**config.mk**
```make
export PLATFORM = sky130hd
export DESIGN_NAME = media_packet_header_parser
export DESIGN_NICKNAME = d
export VERILOG_FILES = /design/src/mphp_pkg.sv /design/src/mphp_parse_core.sv /design/src/media_packet_header_parser.sv
export SDC_FILE = /design/constraint.sdc
export NUM_CORES = 1
export LEC_CHECK = 0
export ABC_AREA = 1
export BUFFER_PORTS_ARGS = -buffer_cell sky130_fd_sc_hd__buf_4
export CAP_MARGIN = 5
export CORE_MARGIN = 2
export CORE_UTILIZATION = 40
export CTS_CLUSTER_DIAMETER = 100
export DETAILED_ROUTE_END_ITERATION = 10
export HOLD_SLACK_MARGIN = 0.08
export MAX_ROUTING_LAYER = met4
export PLACE_DENSITY = 0.63
export SLEW_MARGIN = 20
export SYNTH_ARGS = -nofsm -noshare
export SYNTH_HDL_FRONTEND = slang
export SYNTH_SLANG_ARGS = --single-unit
```
**constraint.sdc**
```tcl
create_clock -name clk -period 26.6 [get_ports clk]
set_input_delay 1.33 -clock clk [delete_from_list [all_inputs] [get_ports clk]]
set_output_delay 1.33 -clock clk [all_outputs]
set_load 0.005 [all_outputs]
```
**src/mphp_pkg.sv**
```systemverilog
// mphp_pkg: shared types and constants for the media packet header parser.
// Holds the result record, result kind codes, register indexes and header checks.
// No dependencies.
package mphp_pkg;

	localparam logic [2:0] KIND_HEADER      = 3'd0;
	localparam logic [2:0] KIND_BODY        = 3'd1;
	localparam logic [2:0] KIND_BAD_MARK    = 3'd2;
	localparam logic [2:0] KIND_BAD_FIXED   = 3'd3;
	localparam logic [2:0] KIND_BAD_PTYPE   = 3'd4;
	localparam logic [2:0] KIND_BAD_DTYPE   = 3'd5;
	localparam logic [2:0] KIND_BAD_SPLIT   = 3'd6;
	localparam logic [2:0] KIND_TOO_LONG    = 3'd7;

	localparam logic [1:0] REG_HEAD_MARK    = 2'd0;
	localparam logic [1:0] REG_MAX_LEN      = 2'd1;

	localparam logic [31:0] HEAD_MARK_RST   = 32'h3031_6364;
	localparam logic [9:0]  MAX_LEN_RST     = 10'd950;
	localparam logic [15:0] BODY_LIMIT_MAX  = 16'd1023;

	// V=2, P=0, X=0, CC=1
	localparam logic [7:0] FIXED_BITS       = 8'h81;
	localparam logic [3:0] DTYPE_MAX        = 4'd4;
	localparam logic [3:0] DTYPE_AUDIO      = 4'd3;
	localparam logic [3:0] DTYPE_VIDEO_MAX  = 4'd2;
	localparam logic [3:0] SPLIT_MAX        = 4'd3;
	localparam logic [3:0] LENPOS_VIDEO     = 4'd12;
	localparam logic [3:0] LENPOS_AUDIO     = 4'd8;
	localparam logic [3:0] LENPOS_PASS      = 4'd0;

	typedef struct packed {
		logic [2:0]  kind;
		logic [7:0]  body_byte;
		logic        last;
		logic [7:0]  marker_and_type;
		logic [15:0] sequence_res;
		logic [47:0] sim_bcd;
		logic [7:0]  channel;
		logic [7:0]  type_and_split;
		logic [63:0] timestamp;
		logic [15:0] key_frame_gap;
		logic [15:0] frame_gap;
		logic [9:0]  body_length;
	} res_t;

	function automatic logic ptype_ok(input logic [6:0] pt);
		logic ok;
		ok = pt inside {7'd6, 7'd7, 7'd8, 7'd26, 7'd91, 7'd98};
		return ok;
	endfunction

endpackage

```
**src/mphp_parse_core.sv**
```systemverilog
// mphp_parse_core: per-byte header parsing state and result formation.
// One byte is consumed per step; the result is combinational from state and byte.
// Depends on mphp_pkg.
module mphp_parse_core (
	input  logic                clk,
	input  logic                arst_n,
	input  logic                step,
	input  logic [7:0]          data,
	input  logic [31:0]         head_mark,
	input  logic [9:0]          max_len,
	output mphp_pkg::res_t      res,
	output logic                res_valid
);

	typedef enum logic [1:0] {
		PH_FIXED = 2'd0,
		PH_VAR   = 2'd1,
		PH_BODY  = 2'd2
	} phase_t;

	phase_t      phase_q, phase_d;
	logic [3:0]  idx_q, idx_d;
	logic [9:0]  remain_q, remain_d;
	logic [31:0] mark_q, mark_d;
	logic [7:0]  mt_q, mt_d;
	logic [15:0] seq_q, seq_d;
	logic [47:0] sim_q, sim_d;
	logic [7:0]  chan_q, chan_d;
	logic [7:0]  split_q, split_d;
	logic [63:0] tstamp_q, tstamp_d;
	logic [31:0] gaps_q, gaps_d;
	logic [7:0]  len_hi_q, len_hi_d;

	logic        err;
	logic [2:0]  err_kind;
	logic [3:0]  lenpos;
	logic [15:0] len_full;

	always_comb begin
		if (split_q[7:4] <= mphp_pkg::DTYPE_VIDEO_MAX) begin
			lenpos = mphp_pkg::LENPOS_VIDEO;
		end else if (split_q[7:4] == mphp_pkg::DTYPE_AUDIO) begin
			lenpos = mphp_pkg::LENPOS_AUDIO;
		end else begin
			lenpos = mphp_pkg::LENPOS_PASS;
		end
		len_full = {len_hi_q, data};
	end

	always_comb begin
		phase_d   = phase_q;
		idx_d     = idx_q;
		remain_d  = remain_q;
		mark_d    = mark_q;
		mt_d      = mt_q;
		seq_d     = seq_q;
		sim_d     = sim_q;
		chan_d    = chan_q;
		split_d   = split_q;
		tstamp_d  = tstamp_q;
		gaps_d    = gaps_q;
		len_hi_d  = len_hi_q;
		err       = 1'b0;
		err_kind  = mphp_pkg::KIND_BAD_MARK;
		res       = '0;
		res_valid = 1'b0;

		case (phase_q)
			PH_FIXED: begin
				idx_d = idx_q + 4'd1;
				if (idx_q == 4'd0) begin
					tstamp_d = '0;
					gaps_d   = '0;
				end
				case (idx_q) inside
					[4'd0:4'd3]: begin
						mark_d = {mark_q[23:0], data};
						if (idx_q == 4'd3 && mark_d != head_mark) begin
							err      = 1'b1;
							err_kind = mphp_pkg::KIND_BAD_MARK;
						end
					end
					4'd4: begin
						if (data != mphp_pkg::FIXED_BITS) begin
							err      = 1'b1;
							err_kind = mphp_pkg::KIND_BAD_FIXED;
						end
					end
					4'd5: begin
						if (!mphp_pkg::ptype_ok(data[6:0])) begin
							err      = 1'b1;
							err_kind = mphp_pkg::KIND_BAD_PTYPE;
						end
						mt_d = data;
					end
					[4'd6:4'd7]: begin
						seq_d = {seq_q[7:0], data};
					end
					[4'd8:4'd13]: begin
						sim_d = {sim_q[39:0], data};
					end
					4'd14: begin
						chan_d = data;
					end
					default: begin
						if (data[7:4] > mphp_pkg::DTYPE_MAX) begin
							err      = 1'b1;
							err_kind = mphp_pkg::KIND_BAD_DTYPE;
						end else if (data[3:0] > mphp_pkg::SPLIT_MAX) begin
							err      = 1'b1;
							err_kind = mphp_pkg::KIND_BAD_SPLIT;
						end else begin
							split_d = data;
							phase_d = PH_VAR;
							idx_d   = '0;
						end
					end
				endcase
			end
			PH_VAR: begin
				if (idx_q < lenpos) begin
					if (idx_q < 4'd8) begin
						tstamp_d = {tstamp_q[55:0], data};
					end else begin
						gaps_d = {gaps_q[23:0], data};
					end
					idx_d = idx_q + 4'd1;
				end else if (idx_q == lenpos) begin
					len_hi_d = data;
					idx_d    = idx_q + 4'd1;
				end else if (len_full > {6'd0, max_len} || len_full > mphp_pkg::BODY_LIMIT_MAX) begin
					err      = 1'b1;
					err_kind = mphp_pkg::KIND_TOO_LONG;
				end else begin
					res_valid           = 1'b1;
					res.kind            = mphp_pkg::KIND_HEADER;
					res.marker_and_type = mt_q;
					res.sequence_res    = seq_q;
					res.sim_bcd         = sim_q;
					res.channel         = chan_q;
					res.type_and_split  = split_q;
					res.timestamp       = tstamp_q;
					res.key_frame_gap   = gaps_q[31:16];
					res.frame_gap       = gaps_q[15:0];
					res.body_length     = len_full[9:0];
					idx_d               = '0;
					if (len_full == 16'd0) begin
						res.last = 1'b1;
						phase_d  = PH_FIXED;
					end else begin
						remain_d = len_full[9:0];
						phase_d  = PH_BODY;
					end
				end
			end
			PH_BODY: begin
				res_valid     = 1'b1;
				res.kind      = mphp_pkg::KIND_BODY;
				res.body_byte = data;
				if (remain_q != 10'd0) begin
					remain_d = remain_q - 10'd1;
				end
				if (remain_d == 10'd0) begin
					res.last = 1'b1;
					phase_d  = PH_FIXED;
					idx_d    = '0;
				end
			end
			default: begin
				phase_d = PH_FIXED;
				idx_d   = '0;
			end
		endcase

		if (err) begin
			res       = '0;
			res.kind  = err_kind;
			res.last  = 1'b1;
			res_valid = 1'b1;
			phase_d   = PH_FIXED;
			idx_d     = '0;
		end
	end

	always_ff @(posedge clk or negedge arst_n) begin
		if (!arst_n) begin
			phase_q  <= PH_FIXED;
			idx_q    <= '0;
			remain_q <= '0;
			mark_q   <= '0;
			tstamp_q <= '0;
			gaps_q   <= '0;
		end else if (step) begin
			phase_q  <= phase_d;
			idx_q    <= idx_d;
			remain_q <= remain_d;
			mark_q   <= mark_d;
			tstamp_q <= tstamp_d;
			gaps_q   <= gaps_d;
		end
	end

	always_ff @(posedge clk) begin
		if (step) begin
			mt_q     <= mt_d;
			seq_q    <= seq_d;
			sim_q    <= sim_d;
			chan_q   <= chan_d;
			split_q  <= split_d;
			len_hi_q <= len_hi_d;
		end
	end

endmodule

```
**src/media_packet_header_parser.sv**
```systemverilog
// media_packet_header_parser: top level with input register, result register,
// configuration registers and the parsing core. Depends on mphp_pkg, mphp_parse_core.
//
// Takes one stream byte per clock while byte_stall is low and returns at most one
// result per byte: a header record once the body length is in, one record per
// body byte (the final one flagged last), or an error code with last set, after
// which parsing starts over at the next byte. Sustained rate is one byte per cycle
// while result_stall stays low; a byte's result passes through the input register
// and then the result register before it is valid.
// Bytes that produce no result still pass through the core in order, so a
// stalled result output holds the input register and stalls the byte channel.
// Configuration is written through cfg_valid/cfg_ready, which is always ready.
module media_packet_header_parser (
	input  logic        clk,
	input  logic        arst_n,
	input  logic        byte_valid,
	output logic        byte_stall,
	input  logic [7:0]  data_byte,
	input  logic        cfg_valid,
	output logic        cfg_ready,
	input  logic [1:0]  cfg_index,
	input  logic [31:0] cfg_data,
	output logic        result_valid,
	input  logic        result_stall,
	output logic [2:0]  result_kind,
	output logic [7:0]  body_byte,
	output logic        last,
	output logic [7:0]  marker_and_type,
	output logic [15:0] sequence_res,
	output logic [47:0] sim_bcd,
	output logic [7:0]  channel,
	output logic [7:0]  type_and_split,
	output logic [63:0] timestamp,
	output logic [15:0] key_frame_gap,
	output logic [15:0] frame_gap,
	output logic [9:0]  body_length
);

	logic [31:0]     head_mark_q;
	logic [9:0]      max_len_q;
	logic            in_v_s1;
	logic [7:0]      in_byte_s1;
	logic            out_v_q;
	mphp_pkg::res_t  out_res_q;
	mphp_pkg::res_t  core_res;
	logic            core_res_v;
	logic            adv;
	logic            step;

	assign cfg_ready  = 1'b1;
	assign adv        = !out_v_q || !result_stall;
	assign step       = in_v_s1 && adv;
	assign byte_stall = in_v_s1 && !adv;

	always_ff @(posedge clk or negedge arst_n) begin
		if (!arst_n) begin
			head_mark_q <= mphp_pkg::HEAD_MARK_RST;
			max_len_q   <= mphp_pkg::MAX_LEN_RST;
		end else if (cfg_valid && cfg_ready) begin
			case (cfg_index)
				mphp_pkg::REG_HEAD_MARK: head_mark_q <= cfg_data;
				mphp_pkg::REG_MAX_LEN:   max_len_q   <= cfg_data[9:0];
				default: ;
			endcase
		end
	end

	always_ff @(posedge clk or negedge arst_n) begin
		if (!arst_n) begin
			in_v_s1 <= 1'b0;
		end else if (!byte_stall) begin
			in_v_s1 <= byte_valid;
		end
	end

	always_ff @(posedge clk) begin
		if (byte_valid && !byte_stall) begin
			in_byte_s1 <= data_byte;
		end
	end

	mphp_parse_core u_core (
		.clk       (clk),
		.arst_n    (arst_n),
		.step      (step),
		.data      (in_byte_s1),
		.head_mark (head_mark_q),
		.max_len   (max_len_q),
		.res       (core_res),
		.res_valid (core_res_v)
	);

	always_ff @(posedge clk or negedge arst_n) begin
		if (!arst_n) begin
			out_v_q <= 1'b0;
		end else if (adv) begin
			out_v_q <= step && core_res_v;
		end
	end

	always_ff @(posedge clk) begin
		if (step && core_res_v) begin
			out_res_q <= core_res;
		end
	end

	assign result_valid    = out_v_q;
	assign result_kind     = out_res_q.kind;
	assign body_byte       = out_res_q.body_byte;
	assign last            = out_res_q.last;
	assign marker_and_type = out_res_q.marker_and_type;
	assign sequence_res    = out_res_q.sequence_res;
	assign sim_bcd         = out_res_q.sim_bcd;
	assign channel         = out_res_q.channel;
	assign type_and_split  = out_res_q.type_and_split;
	assign timestamp       = out_res_q.timestamp;
	assign key_frame_gap   = out_res_q.key_frame_gap;
	assign frame_gap       = out_res_q.frame_gap;
	assign body_length     = out_res_q.body_length;

	a_err_last: assert property (@(posedge clk) disable iff (!arst_n)
		(result_valid && result_kind != mphp_pkg::KIND_HEADER &&
		 result_kind != mphp_pkg::KIND_BODY) |-> last)
		else $error("error result without last");

	a_body_zero: assert property (@(posedge clk) disable iff (!arst_n)
		(result_valid && result_kind != mphp_pkg::KIND_BODY) |-> (body_byte == 8'd0))
		else $error("body byte set on non-body result");

	a_stall_full: assert property (@(posedge clk) disable iff (!arst_n)
		byte_stall |-> (in_v_s1 && out_v_q && result_stall))
		else $error("byte channel stalled without a held result");

	a_hold_result: assert property (@(posedge clk) disable iff (!arst_n)
		(result_valid && result_stall) |=> $stable(out_res_q) && byte_stall == (in_v_s1 && result_stall))
		else $error("held result changed");

endmodule
```
**Word level (Yosys, flattened, before mapping)**

Index checks and enable logic that the tools add are counted.

- Flip-flop bits (word level): 490
- Word-level logic and storage cells: 222
- Output and inout bits: 209
- Bits of input ports: 47

- $lt $le $gt $ge: 13
- Equal/unequal tests: 38
- Bitwise logic cells: 11
- $add $sub $neg: 2
- Mux-type cells: 90
- Reductions and logical operators: 39

Operators with widths:

| operator | count |
|---|---|
| $mux W195 | 3 |
| $mux W206 | 1 |
| $mux W194 | 1 |
| $mux W64 | 3 |
| $pmux W64 S2 | 1 |
| $mux W32 | 3 |
| $pmux W32 S2 | 1 |
| $mux W10 | 6 |
| $mux W4 | 15 |
| $mux W3 | 12 |
| $ne A3 B2 Y1 const B | 11 |
| $ne A32 B32 Y1 | 1 |
| $mux W2 | 14 |
| $mux W1 | 22 |
| $pmux W10 S2 | 1 |
| $gt A16 B10 Y1 | 1 |
| $gt A16 B10 Y1 const B | 1 |
| $logic_not A16 Y1 | 1 |
| $reduce_and A5 Y1 | 3 |
| $eq A7 B3 Y1 const B | 2 |
| $eq A7 B7 Y1 const B | 2 |
| $reduce_and A13 Y1 | 1 |
| $pmux W4 S3 | 1 |
| $reduce_and A6 Y1 | 2 |
| other kinds (47) | 84 |

**Logic depth before layout (Yosys ltp)**

Gate-level depths: netlist of the first run.

- Word-level depth: 12
- Depth in mapped cells: 17
- Gate-level depth less buffers: 17

**Hierarchy**

Synthesis of the first run repeated with hierarchy kept, for this count alone.

- Cell total of the unflattened synthesis: 1667
- Area, all modules: 19661.4 sq um

Modules (own cells, without submodules):

| module | area each (sq um) | cells each | times used |
|---|---|---|---|
| mphp_parse_core | 11405.9 | 1251 | 1 |
| media_packet_header_parser | 8255.4 | 416 | 1 |

**Worst setup path before layout of the first run**

No wires, ideal clock.

- Path type: input to register
- Start point: in result_stall
- End point: reg out_res_q, in the netlist body_byte[0] (enable)
- Arrival time: 16.165 ns
- Stages: 5
- Path slack: 9.378 ns
- Path through: nand2_1 inv_2 nor2_2 inv_1 o21ai_0

- Longest elaborated chain between the ends: 4

Ends and longest elaborated chain:

| element | line | text |
|---|---|---|
| from (decl) | media_packet_header_parser.sv:24 | `input logic result_stall,` |
| $logic_not A1 Y1 | media_packet_header_parser.sv:51 | `assign adv = !out_v_q \|\| !result_stall;` |
| $logic_or A1 B1 Y1 | media_packet_header_parser.sv:51 |  |
| $logic_and A1 B1 Y1 | media_packet_header_parser.sv:52 | `assign step = in_v_s1 && adv;` |
| $logic_and A1 B1 Y1 | media_packet_header_parser.sv:102 | `if (step && core_res_v) begin` |
| to (signal assigned) | media_packet_header_parser.sv:103 | `out_res_q <= core_res;` |
| to (decl) | media_packet_header_parser.sv:44 | `mphp_pkg::res_t out_res_q;` |

Every way passes these cells.
A chain may end at the register's enable or synchronous reset.

**Worst setup path after layout of the first run**

- Start point: reg u_core.phase_q[1]
- End point: reg out_res_q, in the netlist timestamp[50], data pin

- Longest elaborated chain between the ends: 3

Ends and longest elaborated chain:

| element | line | text |
|---|---|---|
| from (decl) | mphp_parse_core.sv:21 | `phase_t phase_q, phase_d;` |
| from (signal assigned) | mphp_parse_core.sv:194 | `phase_q <= phase_d;` |
| $eq A2 B1 Y1 / $logic_not A2 Y1 (equally long branches) | mphp_parse_core.sv:68 | `case (phase_q)` |
| $pmux W1 S2 / $not A1 Y1 (equally long branches) | -- |  |
| $reduce_or A5 Y1 (no source line) (*) | -- |  |

Every way passes the cells marked *; elsewhere a longest branch is shown, timed or not.

==> results.sh, run 1 <==
export IMPL_die_area_um2=53600
export IMPL_criticalPathCategory="reg2reg"
export IMPL_row_count=83
export IMPL_power_frac_seq_pct=46.7
export IMPL_max_slew_margin_rel_pct=29.7
export IMPL_r2r_start="u_core.phase_q[1]"
export IMPL_setup_viol=0
export IMPL_timing_rr_end="timestamp[50]"
export IMPL_synth_top_flop_cell="edfxtp_1"
export IMPL_starting_density_pct=40.4
export IMPL_ys_ff_latch=490
export IMPL_number_of_cells_on_the_worst_reg_to_reg_path=13
export IMPL_leak_pwr_nw=10.0
export IMPL_synth_warning_count=0
export IMPL_timing_max_cap_violations=0
export IMPL_achievable_frequency_ghz=0.208
export IMPL_critical_path_startpoint_type="flop"
export IMPL_post_dp_cell_area_um2=23100
export IMPL_final_period_minus_worst_setup_slack_ns=4.82
export IMPL_switching_share_pct=30.1
export IMPL_timing_final_crit_share_pct=18.1
export IMPL_grt_first_pass_wirelength_um=69500
export IMPL_maximum_number_of_pins_on_one_net_before_global_route_repair=103
export IMPL_cts_made_buffers=50
export IMPL_finish_instance_area_um2=24700
export IMPL_gpl_final_weighted_congestion=0.868
export IMPL_worst_hold_path_endpoint="u_core.sim_q[46]"
export IMPL_numPortBuffers=254
export IMPL_cts_reportedPaths_clkPinSlew_ns=0.06
export IMPL_grt_pass1_vias=12300
export IMPL_tritoncts_num_sinks=490
export IMPL_cts_resized_gates=0
export IMPL_reg2reg_slack_ns=21.78
export IMPL_async_flop_share_pct=36.7
export IMPL_seq_area_frac_synth_pct=66.8
export IMPL_overall_global_routing_resource_usage_pct=17.2
export IMPL_layout_cells_most_common="edfxtp_1"
export IMPL_tritoncts="yes"
export IMPL_grt_overflow=0
export IMPL_most_common_layout_cells="310 x edfxtp_1, 278 x inv_1, 266 x buf_4, 195 x nand2_1, 161 x dfrtp_1"
export IMPL_synth_cell_types=48
export IMPL_p_comb_share_pct=21.7
export IMPL_synth_cells=1648
export IMPL_worst_clock_skew_ns=0.0249
export IMPL_synth_net_count=1717
export IMPL_die_width_um=232
export IMPL_dieHeight_um=232
export IMPL_slew_violations=0
export IMPL_globalRouteMet1Util_pct=22.5
export IMPL_antenna_found_initial=0
export IMPL_endpoint_kind="flop"
export IMPL_tightestPinTransition_ns=1.05
export IMPL_ctsHtreeMaxLevel=2
export IMPL_routed_via_count=12200
export IMPL_power_mw=2.22
export IMPL_cts_post_setup_buffers_inserted=0
export IMPL_cts_root_buffer="clkbuf_16"
export IMPL_pin_count=256
export IMPL_gr_max_usage_layer="met2"
export IMPL_p_clk_share_pct=31.6
export IMPL_switchingPower_mw=0.667
export IMPL_avgViaCountPerCell=4.64
export IMPL_final_hold_viol_count=0
export IMPL_cts_buffer_depth=3
export IMPL_detail_route_drc_violations=0
export IMPL_detail_route_antenna_nets=0
export IMPL_num_nets_final=1971
export IMPL_post_drt_wl_per_cell_um=16.9
export IMPL_totalNegativeSetupSlack_ns=0
export IMPL_irDropWorstVdd_mv=0.0537
export IMPL_synthesis_area_um2=20700
export IMPL_worstPathMaxFanout=87
export IMPL_postSynthAreaPerCell_um2=12.6
export IMPL_global_route_usage_met3_pct=3.05
export IMPL_cellPowerDensity_nw_per_um2=89.6
export IMPL_critPathRequiredTime_ns=26.91
export IMPL_internal_power_mw=1.55
export IMPL_hp_start="u_core.sim_q[38]"
export IMPL_worst_skew_pair_late_latency_ns=0.59
export IMPL_drt_iter0_drc=634
export IMPL_area_growth_pct=19.4
export IMPL_synth_edff_count=310
export IMPL_final_critical_path_setup_slack_ns=21.78
export IMPL_post_route_cells_drive_above_1_share_pct=29.7
export IMPL_coreArea_um2=51200
export IMPL_hold_path_cell_count=0
export IMPL_dpl_hpwl_um=29500
export IMPL_status="completed"
export IMPL_drt_pass1_iterations=5
export IMPL_diodes=0
export IMPL_min_delay_path_class="reg2reg"
export IMPL_worst_endpoint_arrival_ns=5.12
export IMPL_placement_setup_worst_slack_ns=21.64
export IMPL_cts_hold_repair_buffers=0
export IMPL_groute_layer_met2_usage_pct=27.6
export IMPL_rsz0062_at_grt="false"
export IMPL_routed_wl_um=44400
cell usage after synthesis, types with 7 or more instances:
| library cell | count | area, µm² |
|---|---|---|
| edfxtp_1 | 310 | 9310 |
| inv_1 | 278 | 1040 |
| nand2_1 | 196 | 736 |
| dfrtp_1 | 161 | 4030 |
| nor2_4 | 137 | 1540 |
| nor2_1 | 125 | 469 |
| o22ai_1 | 80 | 500 |
| o21ai_0 | 74 | 370 |
| xnor2_1 | 31 | 272 |
| mux2_2 | 24 | 270 |
| a21oi_1 | 22 | 110 |
| clkbuf_1 | 22 | 82.6 |
| ha_1 | 22 | 275 |
| dfstp_2 | 19 | 499 |
| nand3_1 | 19 | 95.1 |
| buf_2 | 16 | 80.1 |
| buf_12 | 15 | 300 |
| nor2_2 | 13 | 81.3 |
| nand4_1 | 11 | 68.8 |
| nor3_1 | 10 | 50.1 |
| inv_2 | 8 | 30.0 |
| o211ai_1 | 7 | 52.6 |
worst max-delay path: stages, from the launching register on:
cell and delay (ns):
dfrtp_1 0.42, inv_1 0.12, ha_1 0.59, inv_1 0.27
nor2_2 0.24, inv_1 0.11, nor2_1 0.18, nand2_4 0.12
nand2_4 0.13, inv_4 0.06, nand2_8 0.56, buf_12 0.70
buf_4 0.95, nor2_4 0
cell type report:
| type | count | area [µm²] |
|---|---|---|
| Fill cell | 4514 | 26500 |
| Multi-Input combinational cell | 802 | 5260 |
| Inverter | 289 | 1090 |
| Timing Repair Buffer | 269 | 2040 |
| Sequential cell | 490 | 13800 |
| Tap cell | 680 | 851 |
| Clock buffer | 58 | 1310 |
| Clock inverter | 35 | 339 |
sequential cells by signal, indices dropped and copies added (netlist names), 10 cells and up:
register,flops
body_length,10
frame_gap,16
head_mark_q,32
key_frame_gap,16
max_len_q,10
sequence_res,16
sim_bcd,48
timestamp,64
u_core.gaps_q,32
u_core.mark_q,24
u_core.remain_q,10
u_core.seq_q,16
u_core.sim_q,48
u_core.tstamp_q,64
kinds of logic after synthesis:
kind of cell	share of synthesized area, %
muxes	1.31
buffers and inverters	8.08
and+or+nand+nor	15.6
DFF	66.8
xor gates and xnor gates	1.31
AOI/OAI and AO/OA	5.51
adders and majority gates	1.33
other	0.0181
per-stage QoR:
stage	utilization (%)	hold slack [ns]	instances
2_1_floorplan	-	0.426	1648
3_3_place_gp	45.0	0.427	2530
3_5_place_dp	45.1	0.432	2530
4_1_cts	48.3	0.449	2623
5_1_grt	48.3	0.454	2623
6_report	48.3	0.449	2623
layer usage:
layer / part of all wire, % / vias to the layer above
li1: - / 5881
met3: 5.0 / 56
met5: 0 / -
met1: 44 / 5922
met2: 50 / 307
met4: 1.8 / 0
worst max path at each step:
| stage | startpoint | to | slack [ns] | cells after the start |
|---|---|---|---|---|
| 6_report | u_core.phase_q[1] | timestamp[50] | 21.78 | 13 |
| 5_1_grt | u_core.phase_q[1] | timestamp[35] | 21.42 | 13 |
| 4_1_cts | u_core.phase_q[1] | timestamp[50] | 21.65 | 13 |
| 3_5_place_dp | u_core.phase_q[1] | timestamp[29] | 21.64 | 13 |
| 3_3_place_gp | in_byte_s1[2] | timestamp[58] | 21.74 | 14 |
| 2_1_floorplan | result_stall | body_byte[0] | 9.38 | 5 |
power by group through the flow:
stage	Sequential, mW	Combinational (mW)	Clock [mW]
finish	1.04	0.480	0.701
global route	1.05	0.541	0.746
CTS	1.04	0.490	0.719
detailed placement	1.05	0.488	0
global placement	1.05	0.484	0
floorplan	1.10	0.286	0
Note: power is estimated with default switching activity, not from simulation.
==> run 2: changes to the inputs <==
Settings changed: ABC_AREA 1 to 0.
Clock period 26.6 ns to 4.75 ns, I/O delays scaled along.
==> run 2 against run 1 <==
Compared with the run above: cell count is 15% lower; critical path type unchanged; count of clock-buffer cells in the layout up 19; critical endpoint is now sim_bcd[22]; non-clock buffer count grew 58; utilization increased by 2.5 points; highest routed layer unchanged.
==> results.sh, run 2 <==
export IMPL_detail_route_drc_violations=0
export IMPL_row_count=80
export IMPL_synth_net_count=1327
export IMPL_gpl_final_weighted_congestion=0.832
export IMPL_grt_first_pass_wirelength_um=67100
export IMPL_synth_most_common_cell="edfxtp_1"
export IMPL_final_period_minus_worst_setup_slack_ns=3.73
export IMPL_cellPowerDensity_nw_per_um2=553
export IMPL_reg2reg_slack_ns=1.02
export IMPL_timing_rr_end="sim_bcd[22]"
export IMPL_ys_ff_latch=490
export IMPL_slew_violations=0
export IMPL_dieHeight_um=222
export IMPL_synth_top_cells_by_area="edfxtp_1 49%, dfrtp_1 21%, and2_1 6.7%"
export IMPL_most_common_layout_cells="310 x edfxtp_1, 275 x buf_4, 205 x and2_1, 161 x dfrtp_1, 81 x a22o_1"
export IMPL_cts_root_buffer="clkbuf_16"
export IMPL_routed_wl_um=43000
export IMPL_numPortBuffers=254
export IMPL_number_of_cells_on_the_worst_reg_to_reg_path=11
export IMPL_maximum_number_of_pins_on_one_net_before_global_route_repair=193
export IMPL_dpl_hpwl_um=27600
export IMPL_grt_pass1_vias=11400
export IMPL_layout_cells_most_common="edfxtp_1"
export IMPL_status="completed"
export IMPL_post_synth_most_frequent_cells="310 x edfxtp_1, 205 x and2_1, 161 x dfrtp_1"
export IMPL_cts_buffer_depth=3
export IMPL_share_of_the_synthesized_area_in_the_top_cell_type_pct=48.8
export IMPL_avgViaCountPerCell=5.01
export IMPL_ctsHtreeMaxLevel=2
export IMPL_worstPathMaxFanout=48
export IMPL_synthesis_area_um2=19100
export IMPL_die_area_um2=49400
export IMPL_setup_viol=0
export IMPL_criticalPathCategory="reg2reg"
export IMPL_timing_final_crit_share_pct=78.6
export IMPL_grt_overflow=0
export IMPL_drt_pass1_iterations=4
export IMPL_diodes=0
export IMPL_synth_cells=1258
export IMPL_starting_density_pct=40.3
export IMPL_tritoncts="yes"
export IMPL_pin_count=256
export IMPL_post_route_utilization_pct=50.8
export IMPL_synth_top_flop_cell="edfxtp_1"
export IMPL_num_nets_final=1640
export IMPL_timing_max_cap_violations=0
export IMPL_seq_area_frac_synth_pct=72.6
export IMPL_worst_skew_pair_late_latency_ns=0.59
export IMPL_critical_path_startpoint_type="flop"
export IMPL_layout_filler_cells=4006
export IMPL_detail_route_antenna_nets=0
export IMPL_worst_endpoint_arrival_ns=3.99
export IMPL_tritoncts_num_sinks=490
export IMPL_overall_global_routing_resource_usage_pct=18.0
export IMPL_multi_input_area_um2=4960
export IMPL_power_mw=13.3
export IMPL_async_flop_share_pct=36.7
export IMPL_cts_reportedPaths_clkPinSlew_ns=0.06
export IMPL_achievable_frequency_ghz=0.268
export IMPL_synth_cell_types=71
export IMPL_critical_path_top_cell_by_count="nor2_1"
export IMPL_critical_path_max_stage_delay_ns=0.70
export IMPL_r2r_start="u_core.idx_q[1]"
export IMPL_synth_top_area_cell="edfxtp_1"
export IMPL_final_hold_viol_count=0
export IMPL_antenna_found_initial=0
export IMPL_area_growth_pct=26.2
export IMPL_postSynthAreaPerCell_um2=15.2
export IMPL_drt_iter0_drc=765
export IMPL_min_delay_path_class="in2async"
export IMPL_critical_path_cell_chain="inv_1, ha_1, nor3b_2, a211oi_1, nor2_1, nor2_1, a211oi_2, a21o_4, inv_2, a21oi_4, buf_12"
export IMPL_tightestPinTransition_ns=0.951
export IMPL_crit_slowest_cell="a21oi_4"
export IMPL_critPathRequiredTime_ns=5.01
export IMPL_endpoint_kind="flop"
export IMPL_rsz0062_at_grt="false"
export IMPL_final_seq_area_um2=13800
export IMPL_post_route_cells_drive_above_1_share_pct=29.8
export IMPL_die_width_um=222
export IMPL_synth_edff_count=310
export IMPL_cts_resized_gates=0
export IMPL_post_drt_wl_per_cell_um=19.3
export IMPL_worst_clock_skew_ns=0.0215
export IMPL_synth_warning_count=0
export IMPL_coreArea_um2=47300
export IMPL_irDropWorstVdd_mv=0.300
export IMPL_leak_pwr_nw=9.68
export IMPL_routed_via_count=11200
export IMPL_max_slew_margin_rel_pct=36.4
export IMPL_cts_made_buffers=52
==> run 2: cell count changes after synthesis, moves of 15 or more <==
cell | previous run | this run
clkbuf_1 | 22 | 39
o21ai_0 | 74 | 36
xnor2_1 | 31 | 0
inv_1 | 278 | 28
and2_1 | 0 | 205
nor2_4 | 137 | 0
mux2_2 | 24 | 65
a22o_1 | 0 | 81
xor2_1 | 0 | 32
buf_12 | 15 | 0
o22ai_1 | 80 | 3
nor2_1 | 125 | 21
nand2_1 | 196 | 50
==> run 2: repair_timing <==
action / 4_1_cts / 5_1_grt
hold endpoints to repair: 131 / 0
buffers inserted: 0 / 0
hold buffers: 44 / 0
==> run 2: power breakdown <==
group          internal, mW  switching, mW
registers              5.75          0.581
logic                  1.36           1.60
clock network          2.37           1.65
==> run 2: critical path, delay by kind of cell (launching register included) <==
kind                       cells  cell delay (ns)
buffers and inverters          3             0.60
and+or+nand+nor                3             0.58
adders and majority gates      1             0.30
AOI/OAI and AO/OA              4             1.46
DFF                            1             0.42
==> run 2: layout make-up <==
type | instances | area share, %
Inverter | 28 | 0.437
Sequential cell | 490 | 57.5
Multi-Input combinational cell | 672 | 20.6
Clock inverter | 21 | 0.764
Timing Repair Buffer | 327 | 11.0
Tap cell | 615 | 3.20
Clock buffer | 77 | 6.43
==> run 2: per-stage QoR <==
stage          instance area (µm²)  TNS, ns  cells  hold WS (ns)  setup WS, ns
5_1_grt                      24100        0   2230         0.323         0.791
4_1_cts                      24000        0   2230         0.281          1.05
3_3_place_gp                 21900        0   2088         0.338          1.12
6_report                     24100        0   2230         0.246          1.02
3_5_place_dp                 21900        0   2088         0.337          1.10
2_1_floorplan                19200  -183.29   1258       -0.0581        -0.890
==> run 2: worst max-delay path by stage <==
| stage | startpoint | to | slack [ns] | cells past startpoint |
|---|---|---|---|---|
| 5_1_grt | u_core.idx_q[1] | sim_bcd[16] | 0.79 | 11 |
| 3_3_place_gp | u_core.idx_q[1] | sim_bcd[42] | 1.12 | 11 |
| 2_1_floorplan | max_len_q[1] | body_byte[0] | -0.89 | 10 |
| 4_1_cts | u_core.idx_q[1] | sim_bcd[40] | 1.05 | 11 |
| 6_report | u_core.idx_q[1] | sim_bcd[22] | 1.02 | 11 |
| 3_5_place_dp | u_core.idx_q[1] | sim_bcd[41] | 1.10 | 11 |
==> run 2: per-layer routing <==
layer / routed length [µm] / vias to the layer above / track usage, %
li1: - / 5211 / -
met2: 20500 / 278 / 28.3
met4: 1030 / 0 / 5.08
met1: 19500 / 5615 / 24.1
met5: 0 / - / -
met3: 1940 / 67 / 3.33
==> run 2: logic make-up after synthesis <==
| family | synth area share [%] |
|---|---|
| other cells | 0.0197 |
| fa+ha+maj | 1.44 |
| flops | 72.6 |
| simple gates | 11.4 |
| xor+xnor | 1.47 |
| mux | 3.89 |
| buf+inv | 2.13 |
| compound gates | 7.08 |
